## config.mk

```make
export PLATFORM = sky130hd
export DESIGN_NAME = rle16_pixel_decoder_flat
export DESIGN_NICKNAME = d
export VERILOG_FILES = /design/src/hdl/rle16_pkg.sv /design/src/hdl/rle16_if.sv /design/src/hdl/rle16_pixel_decoder.sv /design/src/flat_wrapper.sv
export SDC_FILE = /design/constraint.sdc
export NUM_CORES = 1
export LEC_CHECK = 0
export BUFFER_PORTS_ARGS = -buffer_cell sky130_fd_sc_hd__buf_4
export CAP_MARGIN = 20
export CORE_MARGIN = 5
export CORE_UTILIZATION = 38
export CTS_BUF_LIST = sky130_fd_sc_hd__clkbuf_2
export CTS_CLUSTER_SIZE = 16
export DETAILED_ROUTE_END_ITERATION = 8
export GPL_TIMING_DRIVEN = 0
export SETUP_SLACK_MARGIN = 0.2
export SLEW_MARGIN = 25
export SYNTH_ARGS = -nofsm -noshare
export SYNTH_HDL_FRONTEND = slang
export SYNTH_SLANG_ARGS = --single-unit
```

## constraint.sdc

```tcl
create_clock -name clk -period 6.2 [get_ports clk]
set_input_delay 0.93 -clock clk [delete_from_list [all_inputs] [get_ports clk]]
set_output_delay 0.93 -clock clk [all_outputs]
set_load 0.03 [all_outputs]
```

## src/hdl/rle16_pkg.sv

```systemverilog
package rle16_pkg;

    // Fixed field widths.
    localparam int BYTE_W  = 8;
    localparam int PIX_W   = 16;
    localparam int FRAME_W = 24;
    localparam int GRP_W   = 8;

    // Longest repeat run; a header of 0x80 replays the last run of this length.
    localparam int RUN_MAX = 128;

    // Default width of the pixel counter.
    localparam int COUNT_BITS_DEF = 24;

    // Header byte that replays the last full-length run.
    localparam logic [BYTE_W-1:0] HDR_REPEAT_LAST = 8'h80;

    // Frame length after reset.
    localparam logic [FRAME_W-1:0] FRAME_PIXELS_RST = 24'd1;

    // Byte parser phase.
    typedef enum logic [2:0] {
        PH_HEADER,
        PH_LIT_LO,
        PH_LIT_HI,
        PH_RUN_LO,
        PH_RUN_HI
    } phase_t;

    // Sequencer state.
    typedef enum logic {
        ST_IDLE,
        ST_EMIT
    } ctl_state_t;

endpackage

```

## src/hdl/rle16_if.sv

```systemverilog
// Encoded byte stream.
interface rle16_byte_if;
    import rle16_pkg::*;

    logic              valid;
    logic              ready;
    logic [BYTE_W-1:0] rle_byte;

    modport source (output valid, output rle_byte, input ready);
    modport sink   (input valid, input rle_byte, output ready);
endinterface

// Decoded pixel results.
interface rle16_pix_if;
    import rle16_pkg::*;

    logic             valid;
    logic             ready;
    logic [PIX_W-1:0] pixel_a;
    logic [PIX_W-1:0] pixel_b;
    logic [1:0]       pixel_count;
    logic             run_last;
    logic             frame_last;

    modport source (output valid, output pixel_a, output pixel_b, output pixel_count,
                    output run_last, output frame_last, input ready);
    modport sink   (input valid, input pixel_a, input pixel_b, input pixel_count,
                    input run_last, input frame_last, output ready);
endinterface

// Frame length register writes.
interface rle16_cfg_if;
    import rle16_pkg::*;

    logic               valid;
    logic               ready;
    logic [FRAME_W-1:0] frame_pixels;

    modport source (output valid, output frame_pixels, input ready);
    modport sink   (input valid, input frame_pixels, output ready);
endinterface

```

## src/hdl/rle16_pixel_decoder.sv

```systemverilog
// A byte completing a literal pixel, a repeat run or a replay header moves the sequencer
// to its emit state, which loads the first result once the output is free; input is not
// ready meanwhile. Other bytes give no result. Throughput: one byte per cycle while no
// pixels are due; a run gives pixel pairs while run and frame allow, a literal one pixel.
// The single add/compare unit retires one result per cycle while the output is not held.
// Reset (rst_n, async, active low) clears the parser and sets the frame length to 1.
module rle16_pixel_decoder
    #(
        parameter int COUNT_BITS = rle16_pkg::COUNT_BITS_DEF
    )
    (
        input  logic                 clk,
        input  logic                 rst_n,
        rle16_byte_if.sink           enc,
        rle16_pix_if.source          pix,
        rle16_cfg_if.sink            cfg
    );
    import rle16_pkg::*;

    // Control state.
    ctl_state_t             state_reg, state_next;
    phase_t                 phase_reg, phase_next;
    logic [GRP_W-1:0]       grp_reg, grp_next;
    logic [BYTE_W-1:0]      low_reg, low_next;
    logic [PIX_W-1:0]       last_run_reg, last_run_next;
    logic [COUNT_BITS-1:0]  done_reg, done_next;
    logic [FRAME_W-1:0]     frame_pixels_reg, frame_pixels_next;
    logic [GRP_W-1:0]       emit_cnt_reg, emit_cnt_next;
    logic                   emit_ends_reg, emit_ends_next;
    logic [PIX_W-1:0]       emit_val_reg, emit_val_next;
    logic                   out_valid_reg, out_valid_next;

    // Result payload.
    logic [PIX_W-1:0]       pix_a_reg, pix_a_next;
    logic [PIX_W-1:0]       pix_b_reg, pix_b_next;
    logic [1:0]             pix_cnt_reg, pix_cnt_next;
    logic                   run_last_reg, run_last_next;
    logic                   frame_last_reg, frame_last_next;

    // Shared counter unit.
    logic [FRAME_W+COUNT_BITS-1:0] fp_wide;
    logic [COUNT_BITS-1:0]  fp_masked;
    logic [COUNT_BITS-1:0]  fp;
    logic [COUNT_BITS:0]    done_p1;
    logic [COUNT_BITS:0]    done_p2;
    logic                   take2;
    logic [COUNT_BITS-1:0]  done_new;
    logic                   frame_end;
    logic [GRP_W-1:0]       cnt_after;

    logic                   in_fire;
    logic                   emit_fire;
    logic [PIX_W-1:0]       in_pixel;
    logic [GRP_W-1:0]       grp_dec;

    assign enc.ready = (state_reg == ST_IDLE);
    assign cfg.ready = 1'b1;
    assign in_fire   = enc.valid && enc.ready;
    assign emit_fire = (state_reg == ST_EMIT) && (!out_valid_reg || pix.ready);
    assign in_pixel  = {enc.rle_byte, low_reg};
    assign grp_dec   = (grp_reg != '0) ? grp_reg - GRP_W'(1) : grp_reg;

    // Frame length kept to the counter width; zero counts as one.
    assign fp_wide   = {{COUNT_BITS{1'b0}}, frame_pixels_reg};
    assign fp_masked = fp_wide[COUNT_BITS-1:0];
    assign fp        = (fp_masked == '0) ? COUNT_BITS'(1) : fp_masked;

    // One result step: take two pixels if the run and the frame both allow it.
    assign done_p1   = {1'b0, done_reg} + (COUNT_BITS+1)'(1);
    assign done_p2   = {1'b0, done_reg} + (COUNT_BITS+1)'(2);
    assign take2     = (emit_cnt_reg >= GRP_W'(2)) && (done_p2 <= {1'b0, fp});
    assign done_new  = take2 ? done_p2[COUNT_BITS-1:0] : done_p1[COUNT_BITS-1:0];
    assign frame_end = (done_new >= fp) || (done_new == '0);
    assign cnt_after = emit_cnt_reg - (take2 ? GRP_W'(2) : GRP_W'(1));

    // Sequencer, parser and result formation.
    always_comb
    begin
        state_next        = state_reg;
        phase_next        = phase_reg;
        grp_next          = grp_reg;
        low_next          = low_reg;
        last_run_next     = last_run_reg;
        done_next         = done_reg;
        frame_pixels_next = frame_pixels_reg;
        emit_cnt_next     = emit_cnt_reg;
        emit_ends_next    = emit_ends_reg;
        emit_val_next     = emit_val_reg;
        out_valid_next    = out_valid_reg;
        pix_a_next        = pix_a_reg;
        pix_b_next        = pix_b_reg;
        pix_cnt_next      = pix_cnt_reg;
        run_last_next     = run_last_reg;
        frame_last_next   = frame_last_reg;

        if (cfg.valid)
        begin
            frame_pixels_next = cfg.frame_pixels;
        end

        // The consumer took the held result.
        if (out_valid_reg && pix.ready)
        begin
            out_valid_next = 1'b0;
        end

        unique case (state_reg)
            ST_IDLE:
            begin
                if (in_fire)
                begin
                    unique case (phase_reg)
                        PH_LIT_LO:
                        begin
                            low_next   = enc.rle_byte;
                            phase_next = PH_LIT_HI;
                        end
                        PH_LIT_HI:
                        begin
                            grp_next       = grp_dec;
                            phase_next     = (grp_dec == '0) ? PH_HEADER : PH_LIT_LO;
                            emit_val_next  = in_pixel;
                            emit_cnt_next  = GRP_W'(1);
                            emit_ends_next = (grp_dec == '0);
                            state_next     = ST_EMIT;
                        end
                        PH_RUN_LO:
                        begin
                            low_next   = enc.rle_byte;
                            phase_next = PH_RUN_HI;
                        end
                        PH_RUN_HI:
                        begin
                            grp_next       = '0;
                            phase_next     = PH_HEADER;
                            emit_val_next  = in_pixel;
                            emit_cnt_next  = grp_reg;
                            emit_ends_next = 1'b1;
                            if (grp_reg == GRP_W'(RUN_MAX))
                            begin
                                last_run_next = in_pixel;
                            end
                            if (grp_reg != '0)
                            begin
                                state_next = ST_EMIT;
                            end
                        end
                        default:
                        begin
                            phase_next = PH_HEADER;
                            if (!enc.rle_byte[BYTE_W-1])
                            begin
                                grp_next   = enc.rle_byte + GRP_W'(1);
                                phase_next = PH_LIT_LO;
                            end
                            else if (enc.rle_byte == HDR_REPEAT_LAST)
                            begin
                                emit_val_next  = last_run_reg;
                                emit_cnt_next  = GRP_W'(RUN_MAX);
                                emit_ends_next = 1'b1;
                                state_next     = ST_EMIT;
                            end
                            else
                            begin
                                grp_next   = GRP_W'(9'd257 - {1'b0, enc.rle_byte});
                                phase_next = PH_RUN_LO;
                            end
                        end
                    endcase
                end
            end
            ST_EMIT:
            begin
                if (emit_fire)
                begin
                    out_valid_next  = 1'b1;
                    pix_a_next      = emit_val_reg;
                    pix_b_next      = take2 ? emit_val_reg : '0;
                    pix_cnt_next    = take2 ? 2'd2 : 2'd1;
                    run_last_next   = ((cnt_after == '0) && emit_ends_reg) || frame_end;
                    frame_last_next = frame_end;
                    emit_cnt_next   = cnt_after;
                    done_next       = done_new;
                    if (frame_end)
                    begin
                        // Frame complete: clear all parser state.
                        phase_next    = PH_HEADER;
                        grp_next      = '0;
                        low_next      = '0;
                        last_run_next = '0;
                        done_next     = '0;
                        emit_cnt_next = '0;
                        state_next    = ST_IDLE;
                    end
                    else if (cnt_after == '0)
                    begin
                        state_next = ST_IDLE;
                    end
                end
            end
            default:
            begin
                state_next = ST_IDLE;
            end
        endcase
    end

    // Control registers.
    always_ff @(posedge clk or negedge rst_n)
    begin
        if (!rst_n)
        begin
            state_reg        <= ST_IDLE;
            phase_reg        <= PH_HEADER;
            grp_reg          <= '0;
            low_reg          <= '0;
            last_run_reg     <= '0;
            done_reg         <= '0;
            frame_pixels_reg <= FRAME_PIXELS_RST;
            emit_cnt_reg     <= '0;
            out_valid_reg    <= 1'b0;
        end
        else
        begin
            state_reg        <= state_next;
            phase_reg        <= phase_next;
            grp_reg          <= grp_next;
            low_reg          <= low_next;
            last_run_reg     <= last_run_next;
            done_reg         <= done_next;
            frame_pixels_reg <= frame_pixels_next;
            emit_cnt_reg     <= emit_cnt_next;
            out_valid_reg    <= out_valid_next;
        end
    end

    // Payload registers.
    always_ff @(posedge clk)
    begin
        emit_ends_reg  <= emit_ends_next;
        emit_val_reg   <= emit_val_next;
        pix_a_reg      <= pix_a_next;
        pix_b_reg      <= pix_b_next;
        pix_cnt_reg    <= pix_cnt_next;
        run_last_reg   <= run_last_next;
        frame_last_reg <= frame_last_next;
    end

    // Result port.
    assign pix.valid       = out_valid_reg;
    assign pix.pixel_a     = pix_a_reg;
    assign pix.pixel_b     = pix_b_reg;
    assign pix.pixel_count = pix_cnt_reg;
    assign pix.run_last    = run_last_reg;
    assign pix.frame_last  = frame_last_reg;

    // A pending emission always has pixels left to send.
    a_emit_nonzero: assert property (@(posedge clk) disable iff (!rst_n)
        state_reg == ST_EMIT |-> emit_cnt_reg != '0)
        else $error("emission pending with zero pixels");

    // A result that ends the frame leaves the parser cleared.
    a_frame_clear: assert property (@(posedge clk) disable iff (!rst_n)
        emit_fire && frame_end |=> done_reg == '0 && phase_reg == PH_HEADER
            && state_reg == ST_IDLE)
        else $error("frame end did not clear state");

    // A pair always carries two copies of the run pixel.
    a_pair_equal: assert property (@(posedge clk) disable iff (!rst_n)
        out_valid_reg && pix_cnt_reg == 2'd2 |-> pix_a_reg == pix_b_reg)
        else $error("pixel pair differs");

    // The end of a frame also ends the current group.
    a_frame_run: assert property (@(posedge clk) disable iff (!rst_n)
        out_valid_reg && frame_last_reg |-> run_last_reg)
        else $error("frame_last without run_last");

    // No input is taken while pixels are being emitted.
    a_no_input: assert property (@(posedge clk) disable iff (!rst_n)
        state_reg == ST_EMIT |-> !enc.ready)
        else $error("input ready during emission");

endmodule
```

## src/flat_wrapper.sv

```systemverilog
// flat-port wrapper written by rule: the top's interface ports become plain ports
module rle16_pixel_decoder_flat import rle16_pkg::*;
#(
        parameter int COUNT_BITS = rle16_pkg::COUNT_BITS_DEF
    )
  (clk, rst_n, enc_valid, enc_rle_byte, enc_ready, pix_valid, pix_pixel_a, pix_pixel_b, pix_pixel_count, pix_run_last, pix_frame_last, pix_ready, cfg_valid, cfg_frame_pixels, cfg_ready);
  rle16_byte_if enc_i ();
  rle16_pix_if pix_i ();
  rle16_cfg_if cfg_i ();
  input  logic clk;
  input  logic rst_n;
  input wire logic [$bits(enc_i.valid)-1:0] enc_valid;
  input wire logic [$bits(enc_i.rle_byte)-1:0] enc_rle_byte;
  output wire logic [$bits(enc_i.ready)-1:0] enc_ready;
  output wire logic [$bits(pix_i.valid)-1:0] pix_valid;
  output wire logic [$bits(pix_i.pixel_a)-1:0] pix_pixel_a;
  output wire logic [$bits(pix_i.pixel_b)-1:0] pix_pixel_b;
  output wire logic [$bits(pix_i.pixel_count)-1:0] pix_pixel_count;
  output wire logic [$bits(pix_i.run_last)-1:0] pix_run_last;
  output wire logic [$bits(pix_i.frame_last)-1:0] pix_frame_last;
  input wire logic [$bits(pix_i.ready)-1:0] pix_ready;
  input wire logic [$bits(cfg_i.valid)-1:0] cfg_valid;
  input wire logic [$bits(cfg_i.frame_pixels)-1:0] cfg_frame_pixels;
  output wire logic [$bits(cfg_i.ready)-1:0] cfg_ready;
  assign enc_i.valid = enc_valid;
  assign enc_i.rle_byte = enc_rle_byte;
  assign enc_ready = enc_i.ready;
  assign pix_valid = pix_i.valid;
  assign pix_pixel_a = pix_i.pixel_a;
  assign pix_pixel_b = pix_i.pixel_b;
  assign pix_pixel_count = pix_i.pixel_count;
  assign pix_run_last = pix_i.run_last;
  assign pix_frame_last = pix_i.frame_last;
  assign pix_i.ready = pix_ready;
  assign cfg_i.valid = cfg_valid;
  assign cfg_i.frame_pixels = cfg_frame_pixels;
  assign cfg_ready = cfg_i.ready;
  rle16_pixel_decoder #(.COUNT_BITS(COUNT_BITS)) u_core (.clk(clk), .rst_n(rst_n), .enc(enc_i), .pix(pix_i), .cfg(cfg_i));
endmodule
```

Word-level counts from Yosys, hierarchy flattened
Index checks and enable logic that the tools add are counted.
{"block": "word_totals", "wordCells": 126, "input_bits": 37, "output_inout_bits": 39, "register_bits": 146}
{"block": "classes", "reduce_logical": 28, "order_cmp": 3, "addsub": 6, "eq_ne": 16, "bitwise": 2, "mux": 55}
{"op": "16-bit 2-to-1 mux", "count": 7}
{"op": "8-bit 2-to-1 mux", "count": 13}
{"op": "24-bit 2-to-1 mux", "count": 3}
{"op": "16-bit one-hot mux with 2 select lines", "count": 2}
{"op": "24-bit zero test", "count": 2}
{"op": "8-bit one-hot mux with 2 select lines", "count": 3}
{"op": "8-bit one-hot mux with 3 select lines", "count": 2}
{"op": "24-bit by 2-bit adder with 25-bit output (second input constant)", "count": 1}
{"op": "25-bit by 24-bit less-or-equal comparator with 1-bit output", "count": 1}
{"op": "5-bit AND reduction", "count": 5}
{"op": "24-bit by 1-bit adder with 24-bit output (second input constant)", "count": 1}
{"op": "24-bit >= comparator", "count": 1}
{"op": "8-bit equality test (second input constant)", "count": 2}
{"op": "8-bit zero test", "count": 2}
{"op": "2-bit inequality test (second input constant)", "count": 7}
{"op": "1-bit 2-to-1 mux", "count": 13}
{"op": "3-bit 2-to-1 mux", "count": 4}
{"op": "3-bit one-hot mux with 4 select lines", "count": 1}
{"op": "8-bit by 1-bit adder with 8-bit output (second input constant)", "count": 1}
{"op": "8-bit by 2-bit >= comparator with 1-bit output (second input constant)", "count": 1}
{"op": "4-bit inequality test (second input constant)", "count": 2}
{"op": "8-bit nonzero test", "count": 1}
{"op": "1-bit by 8-bit subtractor with 8-bit output (first input constant)", "count": 1}
{"op": "8-bit by 1-bit subtractor with 8-bit output (second input constant)", "count": 1}
{"op": "other kinds (19)", "count": 33}

Longest topological paths before layout
{"block": "logic_depth", "word_depth": 11, "ltp_mapped": 30}

Worst setup path after synthesis
No wires, ideal clock.
{"block": "synth_path", "kind": "flip-flop to flip-flop", "from": "register u_core.done_reg[13]", "to": "register u_core.run_last_reg, in the netlist u_core.pix.run_last, data pin", "arrival_ns": 5.660, "slack_ns": 0.276, "setup_time_ns": 0.264, "required_time_ns": 5.936, "n_path_buf": 5, "path_stages_with_launch": 29, "path_cell_list": "dfrtp_1 clkbuf_1 nand4_1 nor4_1 nand2_1 xor2_1 inv_1 ha_1 nand3_1 nor2_1 nand4_1 a31oi_1 a21boi_4 buf_6 clkbuf_1 clkbuf_1 xnor2_1 ha_1 nand2b_1 a21o_1 a21o_1 a21o_1 a21oi_1 o21ai_0 a221oi_1 o2bb2ai_1 a21oi_4 buf_2 o21ai_0"}
{"block": "synth_via", "elab_chain_cells": 8}
{"item": "start, declared", "line_no": "rle16_pixel_decoder.sv:26", "source": "logic [COUNT_BITS-1:0] done_reg, done_next;"}
{"item": "start signal, assigned", "line_no": "rle16_pixel_decoder.sv:230", "source": "done_reg <= done_next;"}
{"item": "24-bit by 2-bit adder with 25-bit output (*)", "line_no": "rle16_pixel_decoder.sv:70", "source": "assign done_p2 = {1'b0, done_reg} + (COUNT_BITS+1)'(2);"}
{"item": "25-bit by 24-bit less-or-equal comparator with 1-bit output (*)", "line_no": "rle16_pixel_decoder.sv:71", "source": "assign take2 = (emit_cnt_reg >= GRP_W'(2)) && (done_p2 <= {1'b0, fp});"}
{"item": "1-bit logical AND (*)", "line_no": "rle16_pixel_decoder.sv:71"}
{"item": "named net u_core.take2", "line_no": "rle16_pixel_decoder.sv:46", "source": "logic take2;"}
{"item": "2-bit 2-to-1 mux", "line_no": "rle16_pixel_decoder.sv:74", "source": "assign cnt_after = emit_cnt_reg - (take2 ? GRP_W'(2) : GRP_W'(1));"}
{"item": "8-bit subtractor", "line_no": "rle16_pixel_decoder.sv:74"}
{"item": "8-bit zero test", "line_no": "rle16_pixel_decoder.sv:180", "source": "run_last_next = ((cnt_after == '0) && emit_ends_reg) || frame_end;"}
{"item": "1-bit logical AND", "line_no": "rle16_pixel_decoder.sv:180"}
{"item": "1-bit logical OR (*)", "line_no": "rle16_pixel_decoder.sv:180"}
{"item": "end signal, assigned", "line_no": "rle16_pixel_decoder.sv:245", "source": "run_last_reg <= run_last_next;"}
{"item": "end, declared", "line_no": "rle16_pixel_decoder.sv:37", "source": "logic run_last_reg, run_last_next;"}
The timed path passes the listed nets; every way through them passes the cells marked *.
A chain may end at the register's enable or synchronous reset.

Worst setup path after layout
{"block": "layout_path", "from": "register u_core.done_reg[2]", "to": "register u_core.emit_cnt_reg[6]"}
{"block": "layout_via", "elab_chain_cells": 9}
{"item": "24-bit by 2-bit adder with 25-bit output (*)", "line_no": "rle16_pixel_decoder.sv:70"}
{"item": "25-bit by 24-bit less-or-equal comparator with 1-bit output (*)", "line_no": "rle16_pixel_decoder.sv:71"}
{"item": "1-bit logical AND (*)", "line_no": "rle16_pixel_decoder.sv:71"}
{"item": "named net u_core.take2", "line_no": "rle16_pixel_decoder.sv:46"}
{"item": "24-bit 2-to-1 mux", "line_no": "rle16_pixel_decoder.sv:72", "source": "assign done_new = take2 ? done_p2[COUNT_BITS-1:0] : done_p1[COUNT_BITS-1:0];"}
{"item": "24-bit >= comparator or 24-bit zero test (tied branches)", "line_no": "rle16_pixel_decoder.sv:73", "source": "assign frame_end = (done_new >= fp) || (done_new == '0);"}
{"item": "1-bit logical OR", "line_no": "rle16_pixel_decoder.sv:73"}
{"item": "8-bit 2-to-1 mux (*)", "line_no": "rle16_pixel_decoder.sv:184", "source": "if (frame_end)"}
{"item": "8-bit 2-to-1 mux (*)", "line_no": "rle16_pixel_decoder.sv:174", "source": "if (emit_fire)"}
{"item": "8-bit one-hot mux with 2 select lines (*)", "line_no": "rle16_pixel_decoder.sv:107", "source": "unique case (state_reg)"}
{"item": "end signal, assigned", "line_no": "rle16_pixel_decoder.sv:232", "source": "emit_cnt_reg <= emit_cnt_next;"}
{"item": "end, declared", "line_no": "rle16_pixel_decoder.sv:28", "source": "logic [GRP_W-1:0] emit_cnt_reg, emit_cnt_next;"}
The timed path passes the listed nets; every way through them passes the cells marked *. The select of a mux whose other input is x is not followed.

==> results.json <==
{
  "outcome": "complete, no violations",
  "fin_worst_skew_ns": 0.0697,
  "seq_power_share_pct": 36.7,
  "hold_viol_final": 0,
  "dr.first_iter.drc_count": 595,
  "io_buffer_count": 71,
  "required_ns": 6.90,
  "wl_met1_mm": 12.0,
  "fp-row-count": 56,
  "grt_overflow": 0,
  "synth_seq_cells": 146,
  "period_minus_slack_ns": 5.74,
  "synthSimpleGateAreaFrac_pct": 22.0,
  "p_sw_share_pct": 45.5,
  "rr_startpoint": "u_core.done_reg[2]",
  "slew_viol_final": 0,
  "ir_worst_vdd_uv": 200,
  "track_usage_pct": 19.1,
  "syn-num-nets": 1117,
  "synthMuxAreaShare_pct": 1.39,
  "final_core_util_pct": 47.2,
  "layout.cells.non_filler": 1495,
  "cts-root-buf": "clkbuf_2",
  "drtAntennaViolNets": 0,
  "synth_compound_area_share_pct": 14.5,
  "clkTransAtPathRegs_ns": 0.30,
  "dp_hpwl_mm": 18.5,
  "finalWorstSetupSlack_ns": 0.458,
  "synth_edf_count": 53,
  "ys_seq_area_share_pct": 43.1,
  "fmax_ghz": 0.174,
  "worst_pin_slew_ns": 0.951,
  "top_layer": "met4",
  "htree_levels": 4,
  "cts_hold_buf": 0,
  "r2r_setup_slack_ns": 0.46,
  "cp_max_fo": 11,
  "synth_top_family_by_area": "simple AND/OR/NAND/NOR gates",
  "via_per_inst": 5.30,
  "synth.distinct_cells": 76,
  "dr_wl_met3_mm": 1.19,
  "syn_avg_cell_area_sq_um": 8.90,
  "syn_inst": 1021,
  "slew_headroom_pct": 36.3,
  "fin_nets": 1257,
  "r2r_end": "u_core.emit_cnt_reg[6]",
  "grt_pass1_wl_mm": 40.7,
  "synth_area_sq_mm": 0.00908,
  "cts.path.max_buffers": 2,
  "yosysTopAreaCell": "dfrtp_1",
  "mostFrequentLayoutCells": "nand2_1, buf_4, dfrtp_1, o21ai_0, ha_1",
  "crit_arrival_ns": 6.44,
  "core_area_sq_mm": 0.0235,
  "pwr-share-clk_pct": 14.6,
  "first_pass_iters": 5,
  "r2r_cells": 28,
  "drv_cap": 0,
  "grt_pass1_vias": 7537,
  "cts.sinks": 146,
  "antenna_found_initial": 1,
  "synth_xor_area_share_pct": 5.30,
  "yosysWarningCount": 0,
  "slowest_delay_ns": 0.45,
  "cp_common_cell": "a21o_1",
  "rsz0062_at_grt": "false",
  "tns_ns": 0,
  "leakagePower_nw": 5.09,
  "crit_family": "compound AO/OA/AOI/OAI gates",
  "ys.flop_type": "dfrtp_1",
  "cp-start-kind": "flip-flop",
  "cts_tree": "yes",
  "internal-power_w": 0.00226,
  "start_util_pct": 38.6,
  "fill_cells": 2337,
  "numCtsBuffers": 17,
  "period_share_pct": 92.6,
  "dp.cells": 1411,
  "synth.top_cells.by_area": "dfrtp_1, edfxtp_1, nand2_1",
  "synth_top_cell_area_share_pct": 25.3,
  "preCtsSetupSlack_ns": -1.95,
  "grt_max_degree": 94,
  "hp-class": "in -> async",
  "p_switching_w": 0.00188,
  "fp.dieW_um": 165,
  "wl_mm": 25.9,
  "place_congestion": 0.940,
  "end_kind": "flip-flop",
  "wl_met2_mm": 12.3,
  "synthArstFlopShare_pct": 63.7,
  "powerDensity_mw_per_mm2": 372,
  "final_common_cell": "nand2_1",
  "drc": 0,
  "p_comb_share_pct": 48.6,
  "drive_above_1_share_pct": 20.0,
  "syn_to_final_growth_pct": 22.4,
  "vias": 7920,
  "avgRoutedWirePerCell_um": 17.3,
  "setup_viol": 0,
  "clk_latency_ns": 0.77,
  "synthAdderAreaFrac_pct": 8.21,
  "ios": 76,
  "path_buf_inv": 5,
  "crit_type": "reg -> reg",
  "die_h_um": 165,
  "crit_slowest_cell": "dfrtp_1",
  "die_area_sq_mm": 0.0271
}
[through the flow]
stage	hold slack (ns)	power [W]	cell area (sq um)
6_report	0.224	0.00414	11100
5_1_grt	0.219	0.00445	11100
4_1_cts	0.213	0.00406	10700
3_5_place_dp	0.424	0.00340	10000
3_3_place_gp	0.422	0.00336	10000
2_1_floorplan	0.417	0.00280	9080
[repair_timing]
action	CTS	global route
endpoints found under the setup margin	70	70
pin swaps	10	28
gates resized for setup	50	54
gates cloned	0	4
buffers inserted	19	27
[power by group through the flow]
stage | clock network [W] | logic, W | registers [W]
final | 0.000607 | 0.00202 | 0.00152
after global routing | 0.000667 | 0.00223 | 0.00155
after CTS | 0.000627 | 0.00192 | 0.00151
after detailed placement | 0 | 0.00186 | 0.00154
after global placement | 0 | 0.00183 | 0.00154
after floorplan | 0 | 0.00116 | 0.00164
[logic make-up after synthesis]
kind of cell | after synthesis
other cells | 1
xor+xnor | 55
fa+ha+maj | 59
mux | 12
flops | 146
simple gates | 419
compound gates | 214
buf+inv | 115
[layout make-up]
| type | count | area [sq um] | area share [%] |
|---|---|---|---|
| flip-flops and latches | 146 | 3920 | 35.3 |
| multi-input cells | 761 | 4940 | 44.4 |
| repair buffers | 120 | 957 | 8.61 |
| inverters | 56 | 213 | 1.91 |
| clock buffers | 17 | 85.1 | 0.765 |
| clock inverters | 15 | 189 | 1.70 |
| plain buffers | 59 | 412 | 3.70 |
| well taps | 319 | 399 | 3.59 |
| diodes | 2 | 5.00 | 0.0450 |
[worst register-to-register path: cells and delay by family (launching register included)]
kind	cells	cell delay (ns)
buf+inv	5	0.81
flops	1	0.45
fa+ha+maj	3	0.75
simple gates	4	0.70
xor+xnor	2	0.35
compound gates	14	2.71
[worst max-delay path by stage]
stage                              from                endpoint  slack [ns]  cells after the start
finish               u_core.done_reg[2]  u_core.emit_cnt_reg[6]        0.46                     28
global route         u_core.done_reg[8]  u_core.emit_cnt_reg[2]        0.17                     30
CTS                  u_core.done_reg[7]     u_core.pix.run_last        0.22                     28
detailed placement  u_core.done_reg[17]     u_core.pix.run_last       -1.95                     28
global placement    u_core.done_reg[17]     u_core.pix.run_last       -2.00                     28
floorplan           u_core.done_reg[13]     u_core.pix.run_last        0.28                     28
[synth_stat cells (3+ instances only)]
master     count
a211oi_1       4
a21o_1         7
a21oi_1       54
a22oi_1        6
a31oi_1        5
a32o_1         3
a32oi_1        3
and2_1        19
and3_1        21
and4_1         3
buf_1          3
buf_2          9
buf_4          5
buf_6          4
clkbuf_1      37
clkinv_1       3
dfrtp_1       92
edfxtp_1      53
ha_1          58
inv_1         52
mux2i_1        9
nand2_1      203
nand2b_1      13
nand3_1       46
nand4_1       12
nor2_1        43
nor2b_1        4
nor3_1        23
nor4_1        15
o2111ai_1      4
o21ai_0       61
o21ai_1       18
o21bai_1       3
o221ai_1       3
o22ai_1       15
o31ai_1        6
or3_1          4
xnor2_1       37
xor2_1        18
[per-layer routing]
layer | track usage (%) | vias up
met5 | 0 | -
met4 | 5.10 | 0
met3 | 3.22 | 22
met2 | 30.5 | 204
met1 | 27.0 | 3818
li1 | - | 3876
Power figures use the tool's default switching activity.
